`config.mk`:
```
export PLATFORM = sky130hd
export DESIGN_NAME = adc_temperature_seven_segment_display
export DESIGN_NICKNAME = d
export VERILOG_FILES = /design/src/adcts_pkg.sv /design/src/adcts_conv.sv /design/src/adcts_digits.sv /design/src/adc_temperature_seven_segment_display.sv
export SDC_FILE = /design/constraint.sdc
export NUM_CORES = 1
export LEC_CHECK = 0
export ABC_AREA = 1
export BUFFER_PORTS_ARGS = -buffer_cell sky130_fd_sc_hd__buf_4
export CORE_MARGIN = 1
export CORE_UTILIZATION = 55
export DETAILED_ROUTE_END_ITERATION = 16
export GPL_TIMING_DRIVEN = 0
export PLACE_DENSITY = 0.72
export SLEW_MARGIN = 20
export SYNTH_ARGS = -nofsm -noshare
export SYNTH_HDL_FRONTEND = slang
export SYNTH_SLANG_ARGS = --single-unit
export TNS_END_PERCENT = 50
```
`constraint.sdc`:
```
create_clock -name clk -period 7.9 [get_ports clk]
set_input_delay 0.79 -clock clk [delete_from_list [all_inputs] [get_ports clk]]
set_output_delay 0.79 -clock clk [all_outputs]
set_load 0.01 [all_outputs]
```
`src/adcts_pkg.sv`:
```
// ----------------------------------------------------------------------------
// adcts_pkg: shared types and constants
// Widths, Q16 conversion constants, scan positions and the segment decoder
// for the ADC temperature seven-segment display block.
// ----------------------------------------------------------------------------
package adcts_pkg;

	// converter and display shape
	localparam int ADC_BITS   = 12;
	localparam int NUM_DIGITS = 3;

	// field widths
	localparam int SAMPLE_W = 12;
	localparam int TEMP_W   = 13;
	localparam int SEG_W    = 7;
	localparam int EN_W     = 3;
	localparam int TPD_W    = 16;
	localparam int SCAN_W   = 2;
	localparam int DIG_W    = 4;

	// stream data widths, rounded up to whole bytes
	localparam int IN_TDATA_W  = ((SAMPLE_W + 7) / 8) * 8;
	localparam int OUT_RAW_W   = SEG_W + EN_W + TEMP_W;
	localparam int OUT_TDATA_W = ((OUT_RAW_W + 7) / 8) * 8;

	// t = K_OFFSET - K_SLOPE * sample, both Q16
	localparam int SLOPE_W  = 19;
	localparam int OFFSET_W = 29;
	localparam int Q_SHIFT  = 16;
	localparam logic [SLOPE_W-1:0]  K_SLOPE  = 19'd306798;
	localparam logic [OFFSET_W-1:0] K_OFFSET = 29'd286540833;
	localparam int PROD_W = SLOPE_W + SAMPLE_W;
	localparam int CALC_W = (PROD_W > OFFSET_W) ? PROD_W : OFFSET_W;

	// display holds the value modulo 1000
	localparam int TEMP_MOD  = 1000;
	localparam int REM_W     = 10;
	localparam int MOD_STEPS = ((1 << TEMP_W) - 1) / TEMP_MOD;

	// scan positions
	localparam logic [SCAN_W-1:0] POS_TENTHS = 2'd0;
	localparam logic [SCAN_W-1:0] POS_UNITS  = 2'd1;
	localparam logic [SCAN_W-1:0] POS_TENS   = 2'd2;

	// blank pattern for codes that are not a decimal digit
	localparam logic [SEG_W-1:0] SEG_BLANK = 7'h7F;

	// three decimal digits of the displayed value
	typedef struct packed {
		logic [DIG_W-1:0] d2;	// tens
		logic [DIG_W-1:0] d1;	// units
		logic [DIG_W-1:0] d0;	// tenths
	} digits_t;

	// common-anode decoder, segments A..G on bits 0..6, active low
	function automatic logic [SEG_W-1:0] seg_of(input logic [DIG_W-1:0] d);
		logic [SEG_W-1:0] s;
		case (d)
			4'd0: s = 7'h40;
			4'd1: s = 7'h79;
			4'd2: s = 7'h24;
			4'd3: s = 7'h30;
			4'd4: s = 7'h19;
			4'd5: s = 7'h12;
			4'd6: s = 7'h02;
			4'd7: s = 7'h78;
			4'd8: s = 7'h00;
			4'd9: s = 7'h18;
			default: s = SEG_BLANK;
		endcase
		return s;
	endfunction

endpackage

```
`src/adcts_conv.sv`:
```
// ----------------------------------------------------------------------------
// adcts_conv: ADC sample to tenths of a degree
// One constant multiply and subtract in Q16; negative results clamp to zero,
// positive ones truncate toward zero.
// ----------------------------------------------------------------------------
module adcts_conv
	import adcts_pkg::*;
(
	input  logic [SAMPLE_W-1:0] sample,
	output logic [TEMP_W-1:0]   temp
);

	localparam logic [SAMPLE_W-1:0] ADC_MASK = SAMPLE_W'((64'd1 << ADC_BITS) - 64'd1);

	logic [SAMPLE_W-1:0] smp_m;
	logic [CALC_W-1:0]   prod;
	logic [CALC_W-1:0]   diff;

	// only the converter's bits take part
	assign smp_m = sample & ADC_MASK;

	// slope times sample, then offset minus product
	assign prod = CALC_W'(K_SLOPE) * CALC_W'(smp_m);
	assign diff = CALC_W'(K_OFFSET) - prod;

	// clamp at zero, drop the Q16 fraction
	always_comb begin
		if (prod >= CALC_W'(K_OFFSET)) begin
			temp = '0;
		end else begin
			temp = diff[Q_SHIFT +: TEMP_W];
		end
	end

endmodule

```
`src/adcts_digits.sv`:
```
// ----------------------------------------------------------------------------
// adcts_digits: decimal digits of the displayed temperature
// Reduces the value modulo 1000 by parallel compares, then splits it with
// reciprocal multiplies by 10 and 100.
// ----------------------------------------------------------------------------
module adcts_digits
	import adcts_pkg::*;
(
	input  logic [TEMP_W-1:0] temp,
	output digits_t           digits
);

	// x/10 = (x*205)>>11 and x/100 = (x*41)>>12, exact for x < 1000
	localparam int P10_W   = 18;
	localparam int P100_W  = 16;
	localparam int SH10    = 11;
	localparam int SH100   = 12;
	localparam int Q10_W   = 7;
	localparam logic [P10_W-1:0]  MUL10  = 18'd205;
	localparam logic [P100_W-1:0] MUL100 = 16'd41;

	logic [TEMP_W-1:0] rem_full;
	logic [REM_W-1:0]  rem;
	logic [P10_W-1:0]  p10;
	logic [P100_W-1:0] p100;
	logic [Q10_W-1:0]  q10;
	logic [DIG_W-1:0]  q100;

	// modulo 1000: largest multiple not above the value wins
	always_comb begin
		rem_full = temp;
		for (int k = 1; k <= MOD_STEPS; k++) begin
			if (temp >= TEMP_W'(k * TEMP_MOD)) begin
				rem_full = temp - TEMP_W'(k * TEMP_MOD);
			end
		end
	end
	assign rem = rem_full[REM_W-1:0];

	// quotients by 10 and 100
	assign p10  = P10_W'(rem) * MUL10;
	assign p100 = P100_W'(rem) * MUL100;
	assign q10  = p10[SH10 +: Q10_W];
	assign q100 = p100[SH100 +: DIG_W];

	// remainders give the lower digits
	assign digits.d0 = DIG_W'(rem - (REM_W'(q10) * REM_W'(10)));
	assign digits.d1 = DIG_W'(q10 - (Q10_W'(q100) * Q10_W'(10)));
	assign digits.d2 = q100;

endmodule

```
`src/adc_temperature_seven_segment_display.sv`:
```
// ----------------------------------------------------------------------------
// adc_temperature_seven_segment_display: temperature readout and digit scan
// Converts ADC samples to tenths of a degree and drives a multiplexed
// three-digit common-anode seven-segment display.
// ----------------------------------------------------------------------------
// Usage:
//   Input beats on s_axis: tuser = 1 carries a new ADC sample in tdata,
//   tuser = 0 is a time tick that advances the digit scan after
//   ticks_per_digit ticks (0 acts as 1). Every input beat yields exactly one
//   output beat on m_axis with the active-low segments of the lit digit,
//   its one-hot enable and the stored temperature.
//   cfg_we/cfg_wdata load ticks_per_digit; write only while no beat is in
//   flight.
// Timing:
//   A beat goes from the input register through the conversion multiply
//   into a register, through the digit split into a further register, then
//   through the state update into the output register.
//   Throughput is one beat per cycle; the pipeline stages each hold a beat,
//   so the input keeps accepting while bubbles remain.
// Reset:
//   arst_n clears the temperature, scan position (tenths digit) and dwell
//   count, and sets ticks_per_digit to 4. No beats are held after reset.
// Stall:
//   When m_axis_tready is low the output beat holds and the stages fill
//   up; s_axis_tready drops once every stage holds a beat.
// ----------------------------------------------------------------------------
module adc_temperature_seven_segment_display
	import adcts_pkg::*;
(
	input  logic                   clk,
	input  logic                   arst_n,
	// configuration: ticks_per_digit
	input  logic                   cfg_we,
	input  logic [TPD_W-1:0]       cfg_wdata,
	// input stream
	input  logic                   s_axis_tvalid,
	output logic                   s_axis_tready,
	input  logic [IN_TDATA_W-1:0]  s_axis_tdata,	// [11:0] sample
	input  logic                   s_axis_tuser,	// [0] command
	// output stream
	output logic                   m_axis_tvalid,
	input  logic                   m_axis_tready,
	output logic [OUT_TDATA_W-1:0] m_axis_tdata	// [6:0] segments, [9:7] digit_enable,
							// [22:10] temperature_tenths
);

	// pipeline valid and payload
	logic                v_s1, v_s2, v_s3;
	logic                cmd_s1, cmd_s2, cmd_s3;
	logic [SAMPLE_W-1:0] smp_s1;
	logic [TEMP_W-1:0]   temp_s2, temp_s3;
	digits_t             dig_s3;

	// block state
	logic [TPD_W-1:0]  tpd_q;
	logic [TEMP_W-1:0] temp_q;
	digits_t           dig_q;
	logic [SCAN_W-1:0] scan_q;
	logic [TPD_W-1:0]  dwell_q;

	// handshake
	logic rdy_out, rdy3, rdy2, rdy1, adv3;

	// datapath
	logic [TEMP_W-1:0] conv_temp;
	digits_t           split_dig;

	// stage C next values
	logic [TPD_W-1:0]    limit;
	logic [TPD_W:0]      dwell_inc;
	logic                wrap;
	logic [SCAN_W:0]     scan_inc;
	logic [SCAN_W-1:0]   scan_adv;
	logic [TEMP_W-1:0]   temp_n;
	digits_t             dig_n;
	logic [SCAN_W-1:0]   scan_n;
	logic [TPD_W-1:0]    dwell_n;
	logic [DIG_W-1:0]    lit_dig;
	logic [EN_W:0]       en_full;
	logic [SEG_W-1:0]    seg_n;
	logic [EN_W-1:0]     en_n;

	// ready ripples back through stages that hold a beat
	assign rdy_out       = !m_axis_tvalid || m_axis_tready;
	assign rdy3          = !v_s3 || rdy_out;
	assign rdy2          = !v_s2 || rdy3;
	assign rdy1          = !v_s1 || rdy2;
	assign adv3          = v_s3 && rdy_out;
	assign s_axis_tready = rdy1;

	// configuration register
	always_ff @(posedge clk or negedge arst_n) begin
		if (!arst_n) begin
			tpd_q <= TPD_W'(4);
		end else if (cfg_we) begin
			tpd_q <= cfg_wdata;
		end
	end

	// stage valids
	always_ff @(posedge clk or negedge arst_n) begin
		if (!arst_n) begin
			v_s1          <= 1'b0;
			v_s2          <= 1'b0;
			v_s3          <= 1'b0;
			m_axis_tvalid <= 1'b0;
		end else begin
			if (rdy1) v_s1 <= s_axis_tvalid;
			if (rdy2) v_s2 <= v_s1;
			if (rdy3) v_s3 <= v_s2;
			if (rdy_out) m_axis_tvalid <= v_s3;
		end
	end

	// input register
	always_ff @(posedge clk) begin
		if (rdy1 && s_axis_tvalid) begin
			cmd_s1 <= s_axis_tuser;
			smp_s1 <= s_axis_tdata[SAMPLE_W-1:0];
		end
	end

	// stage A: sample conversion
	adcts_conv u_conv (
		.sample (smp_s1),
		.temp   (conv_temp)
	);

	always_ff @(posedge clk) begin
		if (rdy2 && v_s1) begin
			cmd_s2  <= cmd_s1;
			temp_s2 <= conv_temp;
		end
	end

	// stage B: decimal digits
	adcts_digits u_digits (
		.temp   (temp_s2),
		.digits (split_dig)
	);

	always_ff @(posedge clk) begin
		if (rdy3 && v_s2) begin
			cmd_s3  <= cmd_s2;
			temp_s3 <= temp_s2;
			dig_s3  <= split_dig;
		end
	end

	// stage C: dwell counter and scan step
	assign limit     = (tpd_q == '0) ? TPD_W'(1) : tpd_q;
	assign dwell_inc = {1'b0, dwell_q} + (TPD_W+1)'(1);
	assign wrap      = dwell_inc >= {1'b0, limit};
	assign scan_inc  = {1'b0, scan_q} + (SCAN_W+1)'(1);
	assign scan_adv  = (scan_inc >= (SCAN_W+1)'(NUM_DIGITS)) ? POS_TENTHS
		: scan_inc[SCAN_W-1:0];

	// sample beats load the temperature, ticks move the scan
	always_comb begin
		temp_n  = temp_q;
		dig_n   = dig_q;
		scan_n  = scan_q;
		dwell_n = dwell_q;
		if (cmd_s3) begin
			temp_n = temp_s3;
			dig_n  = dig_s3;
		end else if (wrap) begin
			scan_n  = scan_adv;
			dwell_n = '0;
		end else begin
			dwell_n = dwell_inc[TPD_W-1:0];
		end
	end

	// digit under the scan; a thousands position would show zero
	always_comb begin
		case (scan_n)
			POS_TENTHS: lit_dig = dig_n.d0;
			POS_UNITS:  lit_dig = dig_n.d1;
			POS_TENS:   lit_dig = dig_n.d2;
			default:    lit_dig = '0;
		endcase
	end

	assign seg_n   = seg_of(lit_dig);
	assign en_full = (EN_W+1)'(1) << scan_n;
	assign en_n    = en_full[EN_W-1:0];

	// state update
	always_ff @(posedge clk or negedge arst_n) begin
		if (!arst_n) begin
			temp_q  <= '0;
			dig_q   <= '0;
			scan_q  <= POS_TENTHS;
			dwell_q <= '0;
		end else if (adv3) begin
			temp_q  <= temp_n;
			dig_q   <= dig_n;
			scan_q  <= scan_n;
			dwell_q <= dwell_n;
		end
	end

	// output register
	always_ff @(posedge clk) begin
		if (adv3) begin
			m_axis_tdata <= OUT_TDATA_W'({temp_n, en_n, seg_n});
		end
	end

	// scan never leaves the populated digits
	a_scan_range: assert property (@(posedge clk) disable iff (!arst_n)
		scan_q < SCAN_W'(NUM_DIGITS))
		else $error("scan position out of range");

	// stored digits are decimal
	a_dig_dec: assert property (@(posedge clk) disable iff (!arst_n)
		dig_q.d0 <= DIG_W'(9) && dig_q.d1 <= DIG_W'(9) && dig_q.d2 <= DIG_W'(9))
		else $error("stored digit not decimal");

	// a sample beat leaves the scan and dwell alone
	a_sample_keeps_scan: assert property (@(posedge clk) disable iff (!arst_n)
		adv3 && cmd_s3 |=> $stable(scan_q) && $stable(dwell_q))
		else $error("sample beat moved the scan");

	// a tick that ends the dwell restarts the count
	a_wrap_clears: assert property (@(posedge clk) disable iff (!arst_n)
		adv3 && !cmd_s3 && wrap |=> dwell_q == '0)
		else $error("dwell count not cleared on scan step");

	// stored temperature stays within the conversion range
	a_temp_range: assert property (@(posedge clk) disable iff (!arst_n)
		temp_q <= TEMP_W'(4372))
		else $error("temperature above conversion range");

endmodule

```
After elaboration in Yosys (flattened, before gate mapping):

Memory sizes are Yosys's and may differ from the RTL's. A register that Yosys moved wholly into a read port is not among the register bits.
Cells that the tools add are included.

* add/subtract/negate cells: 13
* $mul: 5
* $lt $le $gt $ge: 11
* eq/ne operators: 2
* shifts and indexed selects: 1
* multiplexer cells: 16
* bitwise operators: 1
* reductions and logical operators: 15

Operators with widths (count)
* $mux W10: 8
* $sub A10 B10 Y10 const B: 8
* $ge A13 B13 Y1 const B: 4
* $mux W16: 2
* $ge A31 B29 Y1 const B: 1
* $mul A18 B12 Y30 const A: 1
* $sub A29 B29 Y29 const A: 1
* $ge A13 B12 Y1 const B: 2
* $mul A10 B8 Y18 const B: 1
* $add A16 B1 Y17 const B: 1
* $ge A17 B16 Y1: 1
* $logic_not A16 Y1: 1
* $mul A10 B6 Y16 const B: 1
* $ge A13 B10 Y1 const B: 1
* $ge A13 B11 Y1 const B: 1
* $mux W13: 1
* $mux W12: 1
* $pmux W4 S3: 1
* $sub A4 B4 Y4: 2
* $mul A7 B3 Y3 const B: 1
* $mux W2: 3
* $logic_and A1 B1 Y1: 4
* $logic_not A1 Y1: 4
* $logic_or A1 B1 Y1: 4
* 9 further kinds: 9

* bits in registers: 139
* ROM bits: 112
* input bits: 38
* output and inout port bits: 26
* logic and storage cells: 86
* memories kept: 1

Memories
* (name not given): words 16, width 7, read ports 1, clocked after Yosys merged registers in 1, wr ports 0, RTL line adcts_pkg.sv:58 `case (d)`

Logic depth before layout (Yosys ltp):

* depth after elaboration: 12
* gate-level depth with buffers: 44
* gate-level depth less buffers: 44

Modules after synthesis:

Synthesis repeated with hierarchy kept, for this count alone.

* cells, all modules: 1982
* area total of the unflattened synthesis: 15481.1 µm²

By module, submodules not included
* adc_temperature_seven_segment_display: times used 1, cells an instance 604, area each 6368.6 µm², sequential area each 3860.0 µm²
* adcts_conv: times used 1, cells an instance 862, area each 5562.8 µm², sequential area each 0.0 µm²
* adcts_digits: times used 1, cells an instance 516, area each 3549.7 µm², sequential area each 0.0 µm²

Least setup slack after synthesis:

OpenSTA, ideal clock, no wires.

* kind: reg2reg
* from: register temp_s2[4]
* to: register dig_s3[7] (netlist bit), data pin
* setup time: 252 ps
* arrival: 6305 ps
* required time: 7648 ps
* setup slack: 1343 ps
* stages on the path, launching flop included: 40
* buffers on the path: 1
* period minus slack after synthesis: 6557 ps
* cell sequence: edfxtp_1 clkbuf_1 inv_1 ha_1 inv_1 a21boi_0 o211ai_1 nand2_1 inv_1 a21oi_1 nand2_1 o211ai_1 nand3_1 nand3_1 nand2_1 nand2_1 o21ai_0 ha_1 [... 4 more ...] inv_1 fa_1 inv_1 ha_1 nand2_1 o31ai_1 a21o_1 xor2_1 inv_1 ha_1 inv_1 fa_1 inv_1 nand3_1 nand2_1 inv_1 nand2_1 nand2_1

RTL lines
* from (decl): RTL line adc_temperature_seven_segment_display.sv:51 `logic [TEMP_W-1:0] temp_s2, temp_s3;`
* from (signal assigned): RTL line adc_temperature_seven_segment_display.sv:132 `temp_s2 <= conv_temp;`
* to (signal assigned): RTL line adc_temperature_seven_segment_display.sv:146 `dig_s3 <= split_dig;`
* to (decl): RTL line adc_temperature_seven_segment_display.sv:52 `digits_t dig_s3;`

==> metrics <==
outcome=finished clean; width of the die=163 um; cts-stage hold buffer count=0; final layout net count=2118; amount of wire on met3 after detailed routing=1580 um; via count of the first global-routing pass=11400; Initial Utilization=56.3%; area share of and/or/nand/nor cells after synthesis=18.3%; pin count of the biggest net entering global routing=64; slew at the pin with the worst max-slew slack=0.889 ns; stage delay of the slowest cell on the critical path=0.57 ns; Fillers=2193; clock-pin transition on the worst setup and hold timing paths=0.07 ns; met2 wire length=15000 um; number of library cell types mapped by synthesis=58; cell count after synthesis=1696; number of register bits inferred by synthesis=138; starting DRC count in detailed routing=834; Yosys Warn Count=0; I/O Buffers=58; netlist area before placement=14300 um^2; share of post-route cells with drive strength above 1=10.4%; commonest cells after routing, fill and taps aside=351 x sky130_fd_sc_hd__inv_1, 323 x sky130_fd_sc_hd__nand2_1, 201 x sky130_fd_sc_hd__ha_1; number of clock sinks=138; vias post-DR=11300; Synth Area in Adders=31.4%; combinational family with the most area after synthesis=adder cells; setup skew after layout=0.0193 ns; highest metal layer used by the detailed router=met4; number of pins exceeding their max-slew limit in the final report=0; final clock period utilization by the worst path=94.6%; Max Root-Sink Buffers=2; cells taking the most area after synthesis=sky130_fd_sc_hd__ha_1 18%, sky130_fd_sc_hd__edfxtp_1 16%, sky130_fd_sc_hd__fa_1 14%, sky130_fd_sc_hd__dfrtp_1 11%, sky130_fd_sc_hd__inv_1 9.3%; antenna cells=0; reported max-cap violation count=0; XOR/XNOR Fraction of Synth Area=3.33%; worst endpoint required time=8.09 ns; signed area change from the synthesized netlist to the final layout=10.7%; cell type with the highest aggregate area in the netlist=sky130_fd_sc_hd__ha_1; startpoint type of the worst setup path=register; number of endpoints with negative hold slack in the final report=0; half-perimeter wire length after placement=25500 um; clock tree from TritonCTS=yes; area share of the leading cell type in the synthesized netlist=17.6%; worst hold path type=reg2reg; CP Capture Type=register; antenna-violating nets left=0; sequential area share after synthesis=26.8%; vertical extent of the die=163 um; insertion delay of the later-clocked pin in the worst-skew pair=0.43 ns; die outline area=26600 um^2; time the worst path needs with I/O delays and setup=7.47 ns; multiplexer fraction of the synthesized cell area=0.140%; syn_nets=2033; number of buffers created by CTS=17; Setup violations, final=0; first-pass iteration count of the detailed router=5; number of rows in the core area=58; Post-route DRC=0; Crit-path slowest cell=sky130_fd_sc_hd__fa_1; H-tree levels=4; Fmax achieved=134 MHz; remaining max-slew budget at the tightest pin=40.6%; fraction of the mapped netlist area in compound gates=9.60%; top-level I/O count=64; signal arrival time at the worst endpoint=7.67 ns; largest fanout on the critical path=7; root buffer cell=sky130_fd_sc_hd__clkbuf_16; number of antenna violations at the first check in global routing=0; via/cell ratio=5.33; Floorplan Core Area=25300 um^2; overall fraction of global-route tracks in use=25.7%; average detailed-routed wire length per instance=15.0 um; total overflow reported by the global router=0; global-route wire length before repair=53900 um; sum of routed wire segments on met1=14500 um; most common cell after layout, fill and taps aside=sky130_fd_sc_hd__inv_1; Most Frequent Cell on Critical Path=sky130_fd_sc_hd__inv_1; Setup Crit Path Kind=reg2reg; average cell area after synthesis=8.41 um^2; final standard cell utilization of the core=62.4%; total wire length after detailed routing=31900 um; final RePlAce weighted congestion=0.928; worst hold slack=0.431 ns
-- cell families (layout without fill, tap and decap cells) --
logic type	count (synthesis)	count (layout)
adders and majority gates	299	299
AOI/OAI and AO/OA	239	239
buffers and inverters	388	486
DFF	138	138
and+or+nand+nor	579	579
xor gates and xnor gates	50	50
other	1	1
muxes	2	2
-- per-layer routing --
metal	vias to the layer above	GRT usage, %
li1	5620	-
met1	5371	34.1
met2	273	42.6
met3	51	4.06
met4	0	8.92
met5	-	0
-- final timing paths --
check	from	to	slack, ns	cells after the start
min in group asynchronous	arst_n	tpd_q[15]	0.46	1
worst min-delay path	cmd_s2	cmd_s3	0.43	0
max in group asynchronous	arst_n	dwell_q[4]	6.90	1
worst max register to register	temp_s2[6]	dig_s3[7]	0.43	40
worst max-delay path	temp_s2[6]	dig_s3[7]	0.43	40
worst min register to register	cmd_s2	cmd_s3	0.43	0
-- synth_stat cells, drive strengths merged --
library cell and n:
nand3 92, a21boi 2, o22ai 11, and3 1
o211ai 10, o41ai 2, a211oi 1, ha 201
a31oi 2, conb 1, nor2 96, xnor2 10
nand2 335, mux2i 2, nor3 20, fa 98
nand3b 2, or2 5, clkinv 1, clkbuf 19
dfrtp 62, buf 6, a21o 6, o31ai 1
a221oi 2, inv 362, a31o 2, o21ai 124
a21oi 70, nand4 22, xor2 40, dfstp 1
nor4 6, edfxtp 75, o21bai 5, a22oi 1
-- state kept, by name (all words and copies together) (netlist names), 2 cells and up --
name and cells:
m_axis_tdata 23, dwell_q 16, tpd_q 16, temp_q 13, temp_s2 13, temp_s3 13
dig_q 12, smp_s1 12, dig_s3 11, scan_q 2
-- through the flow --
step / instance area [um^2] / setup slack (ns) / TNS [ns] / std cells
after floorplan: 14300 / 1.34 / 0 / 1696
after global placement: 15100 / -0.0178 / -0.0178 / 2084
after detailed placement: 15100 / -0.100 / -0.202 / 2084
after CTS: 15700 / 0.136 / 0 / 2117
after global routing: 15800 / -0.000474 / -0.000474 / 2124
final: 15800 / 0.427 / 0 / 2124
-- what timing repair did --
item,in CTS,in global routing
pin swaps,0,1
buffers inserted,1,7
resized for setup,3,4
gates cloned,0,0
endpoints found under the setup margin,4,4
-- area by class of cell --
| class | instances | area, um^2 | share of cell area, % |
|---|---|---|---|
| buffer | 25 | 121 | 0.768 |
| clock buffer | 17 | 425 | 2.69 |
| clock inverter | 15 | 174 | 1.10 |
| inverter | 363 | 1370 | 8.66 |
| multi-input combinational | 1170 | 8970 | 56.8 |
| sequential | 138 | 3830 | 24.2 |
| tap | 330 | 413 | 2.61 |
| timing repair buffer | 66 | 495 | 3.14 |
-- critical path: cells and delay by family (launching register included) --
| kind | cells | cell delay [ns] |
|---|---|---|
| AOI/OAI and AO/OA | 5 | 0.68 |
| xor gates and xnor gates | 1 | 0.20 |
| adders and majority gates | 8 | 3.06 |
| buffers and inverters | 12 | 1.30 |
| DFF | 1 | 0.56 |
| and+or+nand+nor | 14 | 1.40 |
Power is left out: the tool's default activity adds up to more than one toggle a clock period on the data nets, which glitch-free logic cannot reach.
